[src/design/tccs_pkg.sv]
package tccs_pkg;

    localparam int CELL_W     = 16;
    localparam int RESULT_CAP = 4;

    localparam logic [CELL_W-1:0] CELL_BLANK = 16'h0720;
    localparam logic [7:0]        ATTR_RESET = 8'h07;

    localparam logic [7:0] CHAR_NUL     = 8'h00;
    localparam logic [7:0] CHAR_TAB     = 8'h09;
    localparam logic [7:0] CHAR_NEWLINE = 8'h0A;
    localparam logic [7:0] CHAR_SPACE   = 8'h20;

    typedef enum logic [1:0] {
        KIND_PUT  = 2'd0,
        KIND_VIEW = 2'd1,
        KIND_READ = 2'd2
    } kind_t;

    // One result as it leaves the engine; from_mem picks the RAM read data
    typedef struct packed {
        logic [6:0]        cell_row;
        logic [6:0]        cell_column;
        logic [CELL_W-1:0] cell_value;
        logic              write_valid;
        logic              on_screen;
        logic [4:0]        screen_row;
        logic [6:0]        view_row;
        logic [6:0]        cursor_row;
        logic [6:0]        cursor_column;
        logic              screen_cleared;
        logic              last;
        logic              from_mem;
    } res_t;

endpackage

[src/design/tccs_out.sv]
module tccs_out (
    input  logic                        clk,
    input  logic                        rst_n,
    input  logic                        res_valid,
    input  tccs_pkg::res_t              res,
    input  logic [tccs_pkg::CELL_W-1:0] rdata,
    output logic                        adv,
    output logic                        out_valid,
    input  logic                        out_stall,
    output logic [6:0]                  cell_row,
    output logic [6:0]                  cell_column,
    output logic [15:0]                 cell_value,
    output logic                        write_valid,
    output logic                        on_screen,
    output logic [4:0]                  screen_row,
    output logic [6:0]                  view_row,
    output logic [6:0]                  cursor_row,
    output logic [6:0]                  cursor_column,
    output logic                        screen_cleared,
    output logic                        last
);

    import tccs_pkg::*;

    logic out_valid_reg;
    res_t res_reg;

    assign adv = !out_valid_reg || !out_stall;

    always_ff @(posedge clk or negedge rst_n)
    begin
        if (!rst_n)
        begin
            out_valid_reg <= 1'b0;
        end
        else if (adv)
        begin
            out_valid_reg <= res_valid;
        end
    end

    always_ff @(posedge clk)
    begin
        if (adv && res_valid)
        begin
            res_reg <= res;
        end
    end

    // the RAM read data holds until the next read, which only issues on advance
    assign out_valid      = out_valid_reg;
    assign cell_row       = res_reg.cell_row;
    assign cell_column    = res_reg.cell_column;
    assign cell_value     = res_reg.from_mem ? rdata : res_reg.cell_value;
    assign write_valid    = res_reg.write_valid;
    assign on_screen      = res_reg.on_screen;
    assign screen_row     = res_reg.screen_row;
    assign view_row       = res_reg.view_row;
    assign cursor_row     = res_reg.cursor_row;
    assign cursor_column  = res_reg.cursor_column;
    assign screen_cleared = res_reg.screen_cleared;
    assign last           = res_reg.last;

endmodule

[config.mk]
export PLATFORM = sky130hd
export DESIGN_NAME = tccs_out
export DESIGN_NICKNAME = d
export VERILOG_FILES = /design/src/design/tccs_pkg.sv /design/src/design/tccs_out.sv
export SDC_FILE = /design/constraint.sdc
export NUM_CORES = 1
export LEC_CHECK = 0
export ABC_CLOCK_PERIOD_IN_PS = 15000
export BUFFER_PORTS_ARGS = -buffer_cell sky130_fd_sc_hd__buf_2
export CORE_UTILIZATION = 46
export CTS_CLUSTER_DIAMETER = 200
export CTS_CLUSTER_SIZE = 16
export DETAILED_ROUTE_END_ITERATION = 12
export PLACE_DENSITY = 0.84
export SLEW_MARGIN = 20
export SYNTH_ARGS = -nofsm -noshare
export SYNTH_HDL_FRONTEND = slang
export SYNTH_SLANG_ARGS = --single-unit
[constraint.sdc]
create_clock -name clk -period 15 [get_ports clk]
set_input_delay 0.75 -clock clk [delete_from_list [all_inputs] [get_ports clk]]
set_output_delay 0.75 -clock clk [all_outputs]
set_load 0.05 [all_outputs]
==> summary.txt <==
Status
  – Status: complete, no violations

Synth
  – Cells after Synth: 123
  – Synth warnings: 0
  – Seq/Total Area, Yosys: 76.57%
  – Post-synthesis cell type count: 10
  – Number of synthesized register bits: 62
  – Post-synth net total: 204
  – Synthesized area: 2425 sq um
  – Syn_area_per_cell: 19.71 sq um

Global routing
  – Wire length of the first global-routing pass: 5.451 mm
  – Initial antenna violation count: 0
  – Pin count of the biggest net entering global routing: 33
  – Global route overflow: 0
  – Total Routing Usage GR: 14.51%
  – Vias in the first global route: 1308

Floorplan
  – Core footprint: 5107 sq um
  – Die Wd: 74.61 microns
  – Die area: 5566 sq um
  – Die height: 74.61 microns
  – # IOs: 143
  – # rows: 26
  – Starting Density: 47.48%

Pwr
  – Leakage: 1.381 nW
  – Clk pwr share: 35.9%
  – Worst VDD drop: 0.09680 mV
  – Flop pwr share: 48.5%
  – Internal power: 0.3132 mW
  – Power Dens Cells: 135.7 nW/um^2
  – Sw frac: 25.91%
  – Total power: 0.4228 mW
  – Gate power share: 15.6%
  – Sw power: 0.1095 mW

Timing
  – Period utilization: 17.06%
  – Tmin final: 2.560 ns
  – Max-slew violations: 0
  – Slew margin rel.: 36.71%
  – Actual slew at the worst max-slew pin: 0.9470 ns
  – Fin. Hold Viols: 0
  – # setup viols final: 0
  – F_max: 0.3907 GHz
  – Clock skew: 0.003652 ns
  – Final setup TNS: 0 ns
  – RSZ-0062 raised after global routing: no

Setup path
  – Crit path DAT: 1.81 ns
  – Worst Setup SP: res_reg[0]$_DFFE_PP_
  – Setup CP Type: flop to primary output
  – Reg2reg setup slack: 12.94 ns
  – Worst Reg2Reg Path Length in Cells: 2
  – Worst-path fanout max: 16
  – Worst Setup End Kind: primary output
  – WP data required: 14.25 ns
  – Crit start category: flop
  – R2R Path End: cursor_row[2]$_DFFE_PP_
  – Critical-path cell list: mux2_2 -> buf_2
  – Worst path slowest cell: edfxtp_1
  – Crit path largest cell delay: 0.86 ns
  – RR Startpoint: out_valid$_DFFE_PN0P_

Layout
  – Layout cells sized above 1: 72.08%
  – Final net count: 316
  – Non-Filler Instances: 310
  – Area of the multi-input gates: 247.7 sq um
  – Fillers: 371
  – Synthesis-to-finish area growth: 28.48%
  – Register area: 1857 sq um
  – Max FFs per register: 17
  – N_diodes: 0

Placed design
  – Number of port buffers: 142
  – Placed cells: 294
  – Placer Congestion: 0.6714

CTS
  – PostCTS Resize Cnt: 0
  – Clock transition at path regs: 0.06 ns
  – H-tree depth: 3
  – TritonCTS clock tree: done
  – Clk Latency, worst-skew pair: 0.33 ns
  – CTS Hold Bufs: 0
  – Post-CTS Setup Bufs: 0
  – Clk buf depth: 2
  – Root buf cell: clkbuf_8
  – CTS Buf Count: 9
  – CTS sink count: 62

Route
  – Residual DRC: 0
  – Pre-Repair DR Iteration Count: 4
  – Final ANT Viol Nets: 0
  – Initial DRC Count: 44
  – Routed vias: 1348
  – Post-DR vias/cell: 4.348
  – WL per Instance: 13.25 microns
  – Drt total wl: 4.106 mm

Min path
  – Tightest Hold Check Type: primary input to async pin

Run
  – Max Cap Violations: 0
-- cells by family after synthesis --
logic type / share of synthesized area, %
flip-flops: 76.57
multiplexers: 8.978
AND/OR/NAND/NOR: 0.1547
AO/OA/AOI/OAI: 0.6194
buffers and inverters: 13.67
-- through the flow --
| stage | hold slack (ns) | utilization, % | instance area [sq um] | setup slack [ns] |
|---|---|---|---|---|
| after global routing | 0.1713 | 61.00 | 3115 | 12.35 |
| after detailed placement | 0.5249 | 56.98 | 2910 | 12.45 |
| after CTS | 0.1674 | 61.00 | 3115 | 12.42 |
| after floorplan | 0.4544 | - | 2425 | 9.220 |
| after global placement | 0.5258 | 56.98 | 2910 | 12.51 |
| final | 0.1832 | 61.00 | 3115 | 12.44 |
-- cell type report --
type / count / share of cell area (%)
Clock buffer: 11 / 4.217
Multi-Input combinational cell: 19 / 7.952
Sequential cell: 62 / 59.60
Clock inverter: 5 / 2.369
Timing Repair Buffer: 143 / 23.05
Tap cell: 70 / 2.811
-- routing by layer --
| metal | part of all wire [%] | global-route usage, % | vias to the layer above |
|---|---|---|---|
| met5 | 0 | 0 | - |
| met4 | 2.6 | 11.32 | 0 |
| met3 | 12 | 7.453 | 11 |
| met2 | 48 | 24.22 | 97 |
| met1 | 37 | 13.26 | 606 |
| li1 | - | - | 634 |
-- synth_stat cells --
cell type / instances / share of area [%]
dfrtp_1: 1 / 1.0
mux2_4: 10 / 6.2
buf_12: 1 / 0.83
a21o_1: 1 / 0.31
nand2_1: 1 / 0.15
buf_4: 40 / 12
a21boi_0: 1 / 0.31
mux2_2: 6 / 2.8
buf_6: 1 / 0.46
edfxtp_1: 61 / 76
-- critical path, delay by kind of cell, from the launching register on --
family   cells  cell delay, ns
buf+inv      1            0.21
mux          1            0.41
flops        1            0.86
-- power by group through the flow --
stage	clock (mW)	sequential, mW	combinational [mW]
3_3_place_gp	0	0.209	0.0657
3_5_place_dp	0	0.209	0.0665
5_1_grt	0.161	0.206	0.0693
2_1_floorplan	0	0.212	0.0520
6_report	0.152	0.205	0.0659
4_1_cts	0.155	0.205	0.0665
-- how the worst max path moves through the flow --
stage               slack [ns]                       end
floorplan                 9.22  cell_column[0]$_DFFE_PP_
global placement         12.51     cell_row[0]$_DFFE_PP_
detailed placement       12.45     cell_row[3]$_DFFE_PP_
CTS                      12.42             cell_value[0]
global route             12.35             cell_value[1]
finish                   12.44            cell_value[13]
-- placed cells by master (no fill, tap or decap) --
| cell type | count |
|---|---|
| a21boi_4 | 1 |
| a21o_1 | 1 |
| buf_2 | 142 |
| buf_4 | 1 |
| bufinv_16 | 2 |
| clkbuf_1 | 2 |
| clkbuf_8 | 9 |
| clkinv_1 | 1 |
| clkinv_2 | 2 |
| dfrtp_1 | 1 |
| edfxtp_1 | 61 |
| mux2_2 | 6 |
| mux2_4 | 10 |
| nand2_1 | 1 |
No activity file was read; power rests on OpenSTA's default activity.
