[config.mk]
export PLATFORM = sky130hd
export DESIGN_NAME = tccs_engine
export DESIGN_NICKNAME = d
export VERILOG_FILES = /design/src/design/tccs_pkg.sv /design/src/design/tccs_engine.sv
export SDC_FILE = /design/constraint.sdc
export NUM_CORES = 1
export LEC_CHECK = 0
export ABC_AREA = 0
export BUFFER_PORTS_ARGS = -buffer_cell sky130_fd_sc_hd__buf_4
export CAP_MARGIN = 20
export CORE_MARGIN = 8
export CORE_UTILIZATION = 51
export CTS_BUF_LIST = sky130_fd_sc_hd__clkbuf_8
export DETAILED_ROUTE_END_ITERATION = 8
export GPL_TIMING_DRIVEN = 1
export PLACE_DENSITY = 0.8
export RECOVER_POWER = 25
export SYNTH_ARGS = -nofsm -noshare
export SYNTH_HDL_FRONTEND = slang
export SYNTH_SLANG_ARGS = --single-unit
[constraint.sdc]
create_clock -name clk -period 3.4 [get_ports clk]
set_clock_uncertainty 0.15 [all_clocks]
set_input_delay 0.68 -clock clk [delete_from_list [all_inputs] [get_ports clk]]
set_output_delay 0.68 -clock clk [all_outputs]
set_load 0.005 [all_outputs]
[src/design/tccs_pkg.sv]
package tccs_pkg;

    localparam int CELL_W     = 16;
    localparam int RESULT_CAP = 4;

    localparam logic [CELL_W-1:0] CELL_BLANK = 16'h0720;
    localparam logic [7:0]        ATTR_RESET = 8'h07;

    localparam logic [7:0] CHAR_NUL     = 8'h00;
    localparam logic [7:0] CHAR_TAB     = 8'h09;
    localparam logic [7:0] CHAR_NEWLINE = 8'h0A;
    localparam logic [7:0] CHAR_SPACE   = 8'h20;

    typedef enum logic [1:0] {
        KIND_PUT  = 2'd0,
        KIND_VIEW = 2'd1,
        KIND_READ = 2'd2
    } kind_t;

    // One result as it leaves the engine; from_mem picks the RAM read data
    typedef struct packed {
        logic [6:0]        cell_row;
        logic [6:0]        cell_column;
        logic [CELL_W-1:0] cell_value;
        logic              write_valid;
        logic              on_screen;
        logic [4:0]        screen_row;
        logic [6:0]        view_row;
        logic [6:0]        cursor_row;
        logic [6:0]        cursor_column;
        logic              screen_cleared;
        logic              last;
        logic              from_mem;
    } res_t;

endpackage

[src/design/tccs_engine.sv]
module tccs_engine #(
    parameter int COLUMNS      = 80,
    parameter int VISIBLE_ROWS = 25,
    parameter int STORE_ROWS   = 128,
    parameter int TAB_SPACES   = 4,
    localparam int AW = $clog2(STORE_ROWS * COLUMNS)
) (
    input  logic                      clk,
    input  logic                      rst_n,
    input  logic                      in_valid,
    output logic                      in_stall,
    input  logic [1:0]                kind,
    input  logic [7:0]                char_code,
    input  logic [6:0]                target_row,
    input  logic [6:0]                target_column,
    input  logic                      cfg_write,
    input  logic [7:0]                cfg_data,
    input  logic                      adv,
    output logic                      res_valid,
    output tccs_pkg::res_t            res,
    output logic                      mem_we,
    output logic [AW-1:0]             mem_waddr,
    output logic [tccs_pkg::CELL_W-1:0] mem_wdata,
    output logic                      mem_re,
    output logic [AW-1:0]             mem_raddr
);

    import tccs_pkg::*;

    localparam int CW         = $clog2(COLUMNS);
    localparam int RW         = $clog2(STORE_ROWS);
    localparam int SW         = (RW + 2 > 8) ? RW + 2 : 8;
    localparam int CELLS      = STORE_ROWS * COLUMNS;
    localparam int VIEW_LIMIT = (STORE_ROWS > VISIBLE_ROWS) ? STORE_ROWS - VISIBLE_ROWS : 0;
    localparam int TAB_COUNT  = (TAB_SPACES < RESULT_CAP) ? TAB_SPACES : RESULT_CAP;
    localparam int TW         = (TAB_COUNT > 1) ? $clog2(TAB_COUNT) : 1;

    localparam logic [SW-1:0] VIS_S     = SW'(VISIBLE_ROWS);
    localparam logic [SW-1:0] ROWS_S    = SW'(STORE_ROWS);
    localparam logic [SW-1:0] LIMIT_S   = SW'(VIEW_LIMIT);
    localparam logic [CW:0]   COLS_S    = (CW + 1)'(COLUMNS);
    localparam logic [TW-1:0] TAB_LAST  = TW'(TAB_COUNT - 1);
    localparam logic [AW-1:0] ADDR_LAST = AW'(CELLS - 1);
    localparam logic [AW-1:0] COLS_A    = AW'(COLUMNS);

    logic [7:0]    attr_reg;
    logic          clr_busy_reg;
    logic [AW-1:0] clr_addr_reg;

    logic          cur_valid_reg, cur_valid_next;
    logic [1:0]    cur_kind_reg;
    logic [7:0]    cur_char_reg;
    logic [6:0]    cur_trow_reg;
    logic [6:0]    cur_tcol_reg;
    logic [TW-1:0] tab_idx_reg, tab_idx_next;

    logic [RW-1:0] row_reg, row_next;
    logic [CW-1:0] col_reg, col_next;
    logic [RW-1:0] view_reg, view_next;

    logic          step;
    logic          accept;
    logic          keep;
    logic          cur_last;
    logic          st_we;
    logic          st_re;
    logic [AW-1:0] st_addr;
    logic [AW-1:0] rd_addr;

    assign step   = cur_valid_reg && adv;
    assign keep   = (kind == KIND_PUT && char_code != CHAR_NUL) ||
                    kind == KIND_VIEW || kind == KIND_READ;
    assign in_stall = clr_busy_reg || (cur_valid_reg && !(step && cur_last));
    assign accept = in_valid && !in_stall;

    assign st_addr = AW'(row_reg) * COLS_A + AW'(col_reg);
    assign rd_addr = AW'(cur_trow_reg) * COLS_A + AW'(cur_tcol_reg);

    always_comb
    begin
        logic [SW-1:0] row_s;
        logic [SW-1:0] view_s;
        logic [SW-1:0] row_inc;
        logic [SW-1:0] diff;
        logic [SW-1:0] view_adv;
        logic [SW-1:0] req_view;
        logic [CW:0]   col_inc;
        logic          vis;
        logic          is_tab;
        logic          adv_row;
        logic          rd_hit;
        logic [7:0]    put_ch;

        row_s    = SW'(row_reg);
        view_s   = SW'(view_reg);
        row_inc  = row_s + SW'(1);
        diff     = row_s - view_s;
        col_inc  = (CW + 1)'(col_reg) + (CW + 1)'(1);
        vis      = (row_s >= view_s) && (diff < VIS_S);
        view_adv = (view_s + SW'(1) > LIMIT_S) ? LIMIT_S : view_s + SW'(1);
        req_view = (SW'(cur_trow_reg) > LIMIT_S) ? LIMIT_S : SW'(cur_trow_reg);
        is_tab   = cur_char_reg == CHAR_TAB;
        put_ch   = is_tab ? CHAR_SPACE : cur_char_reg;
        rd_hit   = (32'(cur_trow_reg) < STORE_ROWS) && (32'(cur_tcol_reg) < COLUMNS);
        adv_row  = 1'b0;

        row_next  = row_reg;
        col_next  = col_reg;
        view_next = view_reg;
        res       = '0;
        st_we     = 1'b0;
        st_re     = 1'b0;
        cur_last  = 1'b1;

        case (cur_kind_reg)
            KIND_PUT:
            begin
                if (cur_char_reg == CHAR_NEWLINE)
                begin
                    adv_row = 1'b1;
                end
                else
                begin
                    st_we            = 1'b1;
                    res.cell_row     = 7'(row_reg);
                    res.cell_column  = 7'(col_reg);
                    res.cell_value   = {attr_reg, put_ch};
                    res.write_valid  = 1'b1;
                    res.on_screen    = vis;
                    res.screen_row   = vis ? 5'(diff) : 5'd0;
                    if (col_inc >= COLS_S)
                    begin
                        adv_row = 1'b1;
                    end
                    else
                    begin
                        col_next = CW'(col_inc);
                    end
                    // a tab stops at the line end or after its last space
                    if (is_tab)
                    begin
                        cur_last = adv_row || (tab_idx_reg == TAB_LAST);
                    end
                end
                if (adv_row)
                begin
                    col_next = '0;
                    if (row_inc >= ROWS_S)
                    begin
                        row_next           = '0;
                        view_next          = '0;
                        res.screen_cleared = 1'b1;
                    end
                    else
                    begin
                        row_next = RW'(row_inc);
                        if (row_inc >= view_s + VIS_S)
                        begin
                            view_next = RW'(view_adv);
                        end
                    end
                end
            end
            KIND_VIEW:
            begin
                view_next = RW'(req_view);
            end
            KIND_READ:
            begin
                res.cell_row    = cur_trow_reg;
                res.cell_column = cur_tcol_reg;
                res.from_mem    = rd_hit;
                st_re           = rd_hit;
            end
            default:
            begin
            end
        endcase

        res.view_row      = 7'(view_next);
        res.cursor_row    = 7'(row_next);
        res.cursor_column = 7'(col_next);
        res.last          = cur_last;
    end

    always_comb
    begin
        cur_valid_next = cur_valid_reg;
        tab_idx_next   = tab_idx_reg;
        if (step)
        begin
            if (cur_last)
            begin
                cur_valid_next = 1'b0;
            end
            else
            begin
                tab_idx_next = tab_idx_reg + TW'(1);
            end
        end
        if (accept)
        begin
            cur_valid_next = keep;
            tab_idx_next   = '0;
        end
    end

    assign res_valid = cur_valid_reg;
    assign mem_we    = clr_busy_reg || (step && st_we);
    assign mem_waddr = clr_busy_reg ? clr_addr_reg : st_addr;
    assign mem_wdata = clr_busy_reg ? CELL_BLANK : res.cell_value;
    assign mem_re    = step && st_re;
    assign mem_raddr = rd_addr;

    always_ff @(posedge clk or negedge rst_n)
    begin
        if (!rst_n)
        begin
            attr_reg      <= ATTR_RESET;
            clr_busy_reg  <= 1'b1;
            clr_addr_reg  <= '0;
            cur_valid_reg <= 1'b0;
            tab_idx_reg   <= '0;
            row_reg       <= '0;
            col_reg       <= '0;
            view_reg      <= '0;
        end
        else
        begin
            if (cfg_write)
            begin
                attr_reg <= cfg_data;
            end
            if (clr_busy_reg)
            begin
                if (clr_addr_reg == ADDR_LAST)
                begin
                    clr_busy_reg <= 1'b0;
                end
                else
                begin
                    clr_addr_reg <= clr_addr_reg + AW'(1);
                end
            end
            cur_valid_reg <= cur_valid_next;
            tab_idx_reg   <= tab_idx_next;
            if (step)
            begin
                row_reg  <= row_next;
                col_reg  <= col_next;
                view_reg <= view_next;
            end
        end
    end

    // hold the request fields; only the valid bit needs reset
    always_ff @(posedge clk)
    begin
        if (accept)
        begin
            cur_kind_reg <= kind;
            cur_char_reg <= char_code;
            cur_trow_reg <= target_row;
            cur_tcol_reg <= target_column;
        end
    end

endmodule

==> reports/results.txt <==
Synthesis instantiated 76 different standard cells from the library. Across every metal layer, demand over resource in global routing totals 25.70%. Slew at the pin closest to its max-slew limit: 2.663 ns. The number of buffers added to fix hold violations after cts came out at 0. For this design the ratio of total power to cell area is 351.2 nW/um2.

After detailed routing, the total wire length is 20.37 mm. Measured along the y axis, the die boundary spans 123.5 um. sky130_fd_sc_hd__dfrtp_1 takes more of the synthesized area than any other cell. The delay contributed by the slowest stage of the critical path is 0.46 ns, and the share of flip-flops with an asynchronous set or reset after synthesis is 66.20%.

STA classifies the critical path startpoint as a flop. Setup repair after global routing could not meet its margin everywhere. The run gives 6132 as the via count of the first global-routing pass. The H-tree generated during clock tree synthesis spans 3 levels. In this run, placement finished with an instance count of 972.

The total overflow left after global routing is 0. For the initial cell density of the core, the log shows 52.01%. The net count after synthesis came out at 751.

Count of maximum capacitance violations: 1. The initialized floorplan defines 39 standard-cell rows. Buffers placed on the I/O ports in this run total 145. After detailed routing, the number of remaining DRC violations is 0. The highest achievable clock rate is 259.0 MHz, and the area of the die is 15240 um2.

The core region is 11320 um2. In the final design database the tool counted 955 nets. Counting every instance in the synthesized netlist gives 662. The run gives -0.4617 ns as the slack of the critical path. In the final routed layout, each cell accounts on average for 20.09 um.

The cell with the most instances after synthesis was sky130_fd_sc_hd__nand2_1. The layout has 749 filler cells. The clock passes through at most 2 buffers. The area of the mapped netlist was 5888 um2.

The worst setup path is captured at a primary output. In the routed layout, each cell is associated on average with a via count of 5.999. Ranked by instance count, the synthesized netlist is headed by sky130_fd_sc_hd__nand2_1 (62), sky130_fd_sc_hd__o21ai_0 (50), sky130_fd_sc_hd__ha_1 (47). The flip-flop count of the largest register, all copies and words added came out at 14.

The most numerous cell type found on the critical path is sky130_fd_sc_hd__ha_4. Setup violations remaining at the end of the flow were counted as 22. For this run, the number of Yosys warnings is 0. The classification of the worst setup path is reg -> out. The area growth from synthesis to layout is 44.92%. After synthesis, the cell types taking the most area are sky130_fd_sc_hd__dfrtp_1 (18%), sky130_fd_sc_hd__edfxtp_1 (12%), sky130_fd_sc_hd__ha_1 (10%). The count of pins over their slew limit came out at 48. Traced cell by cell, the critical path runs through ha_4 > buf_6 > xor2_4 > ha_4 > a211o_1 > a31oi_2 > o21ai_2 > and3_4 > and2_4 > a311o_1 > buf_4.

The tools report the number of antenna violations at the first check in global routing as 0. For the final-layout worst hold slack, the log shows 0.3546 ns. Setup total negative slack on the finished layout was measured at -4.649 ns. The checks that failed: capacitance limit, slew limit, setup timing.

For this block, the via count after detailed routing is 6083. Number of design-rule violations left by the first detailed-router iteration: 395. The path class of the tightest hold or removal check is in -> reg. Number of synthesized flops with an enable pin: 24.

The root buffer cell is sky130_fd_sc_hd__clkbuf_8. The run gives 0.9235 as the weighted congestion at the end of routability-driven global placement. The worst pin sits at a relative slew slack of -77.53%. The width of the die is 123.5 um, and the maximum vdd drop is 0.4074 mV. In the finished design, the share of the clock period the worst path needs comes to 113.6%.

For this run, the number of standard cells in the final layout without fillers is 1014. In this run the mean area of a mapped cell was 8.894 um2. The count of nets left with antenna violations once routing finished came out at 0.

0 antenna diodes ended up in the layout. Area share of the largest cell type after synthesis: 18.27%. In this run the count of I/O pins placed on the die edge is 146.

Clock edge transition at the registers on the reported setup and hold paths: 0.09 ns. Subtracting the final worst setup slack from the clock period gives 3.862 ns. The worst path arrival time was 3.03 ns; the final HPWL from detailed placement was 14.26 mm. The portion of the post-synthesis area used by sequential elements is 32.30%. In the final layout, the share of cells above drive strength 1 is 44.20%. The final standard cell utilization of the core is 75.38%.

The run gives 0 as the final-report hold violation count. STA puts the critical path data required time at 2.57 ns. The tools report the clock insertion delay at the later pin of the skew report as 0.38 ns. The CTS buffer count was 9.

TritonCTS built the clock tree. The number of search-and-repair iterations in the first detailed-routing pass was 7. Peak fanout along the critical path: 7. The flow ran to the end, but the final reports show violations. The cell with the largest stage delay on the worst path is sky130_fd_sc_hd__dfrtp_2. Among all flip-flop cells after synthesis, the most frequent one is sky130_fd_sc_hd__dfrtp_1.

CTS saw 71 sinks. The first global-routing pass estimated 30.77 mm of wire. Flip-flop and latch count after synthesis: 71. For the maximum number of pins on one net before global-route repair, the log shows 48. Summed over all cells, the static leakage comes to 0.003837 uW.
[what timing repair did]
action                                  CTS  global route
pin swaps                                35            43
endpoints found under the setup margin   23            34
setup buffers                            15            13
gates resized for setup                  77            61
[worst max-delay path, delay by kind of cell (launching register included)]
kind | cells | cell delay, ns
AO/OA/AOI/OAI | 4 | 0.96
XOR/XNOR | 1 | 0.18
adder cells (fa/ha/maj) | 2 | 0.41
buffers and inverters | 2 | 0.26
flip-flops | 1 | 0.46
AND/OR/NAND/NOR | 2 | 0.37
[kinds of logic (layout without fill, tap and decap cells)]
group / Yosys count / in the layout / share of synthesized area [%]
and+or+nand+nor: 236 / 236 / 21.02
AOI/OAI and AO/OA: 160 / 160 / 18.36
buffers and inverters: 75 / 284 / 5.843
DFF: 71 / 71 / 32.30
adders and majority gates: 52 / 52 / 11.69
xor gates and xnor gates: 51 / 51 / 7.586
muxes: 17 / 17 / 3.209
[power by group]
group	leakage (uW)	internal [uW]	total (uW)	switching, uW
logic	0.00290	582	1160	578
registers	0.000830	953	1030	77.4
clock network	0.000112	423	806	383
total	0.00384	1960	3000	1040
[metal layers]
layer | track usage (%) | vias to the layer above | wire, um
li1 | - | 2790 | -
met1 | 30.35 | 2934 | 8131
met2 | 43.43 | 293 | 9977
met3 | 5.205 | 66 | 1425
met4 | 13.39 | 0 | 839
met5 | 0 | - | 0
[through the flow]
stage | instance area, um2 | setup slack (ns) | total power [uW]
detailed placement | 7423 | -0.07349 | 1987
global route | 8533 | -0.5060 | 3125
floorplan | 5893 | 0.004786 | 1538
global placement | 7423 | -0.002421 | 1960
CTS | 8100 | -0.3352 | 2858
finish | 8533 | -0.4617 | 2997
[final timing paths]
kind / endpoint / from / cells after the start / slack (ns)
worst max-delay path: res[20] / row_reg[1]$_DFFE_PN0P_ / 11 / -0.46
worst min-delay path: cur_trow_reg[5]$_DFFE_PP_ / target_row[5] / 1 / 0.35
worst max register to register: view_reg[2]$_DFFE_PN0P_ / row_reg[1]$_DFFE_PN0P_ / 12 / 0.36
worst min register to register: clr_addr_reg[10]$_DFFE_PN0P_ / clr_addr_reg[10]$_DFFE_PN0P_ / 1 / 0.36
max in group asynchronous: row_reg[3]$_DFFE_PN0P_ / rst_n / 1 / 0.41
min in group asynchronous: clr_addr_reg[5]$_DFFE_PN0P_ / rst_n / 1 / 0.99
[layout make-up]
| cell class | count | area [um2] | share of cell area, % |
|---|---|---|---|
| multi-input cells | 516 | 4287 | 50.23 |
| flip-flops and latches | 71 | 1913 | 22.42 |
| repair buffers | 235 | 1799 | 21.09 |
| well taps | 143 | 178.9 | 2.097 |
| inverters | 33 | 126.4 | 1.481 |
| clock buffers | 9 | 123.9 | 1.452 |
| clock inverters | 7 | 105.1 | 1.232 |
[cells in the final DEF, fill, tap and decap left out, drive strengths merged, types with 8 or more instances in the layout]
master and count:
a21oi 29, clkbuf 34, o21ai 52, and3 19, inv 35, xnor2 35, nand2 62, xor2 16
mux2 15, nand4 8, dfrtp 43, nor2 40, ha 47, nor2b 12, nand3 25, buf 210
nor3 20, a22o 17, and2 19, nand2b 10, edfxtp 24
No activity file was read; power rests on OpenSTA's default activity.
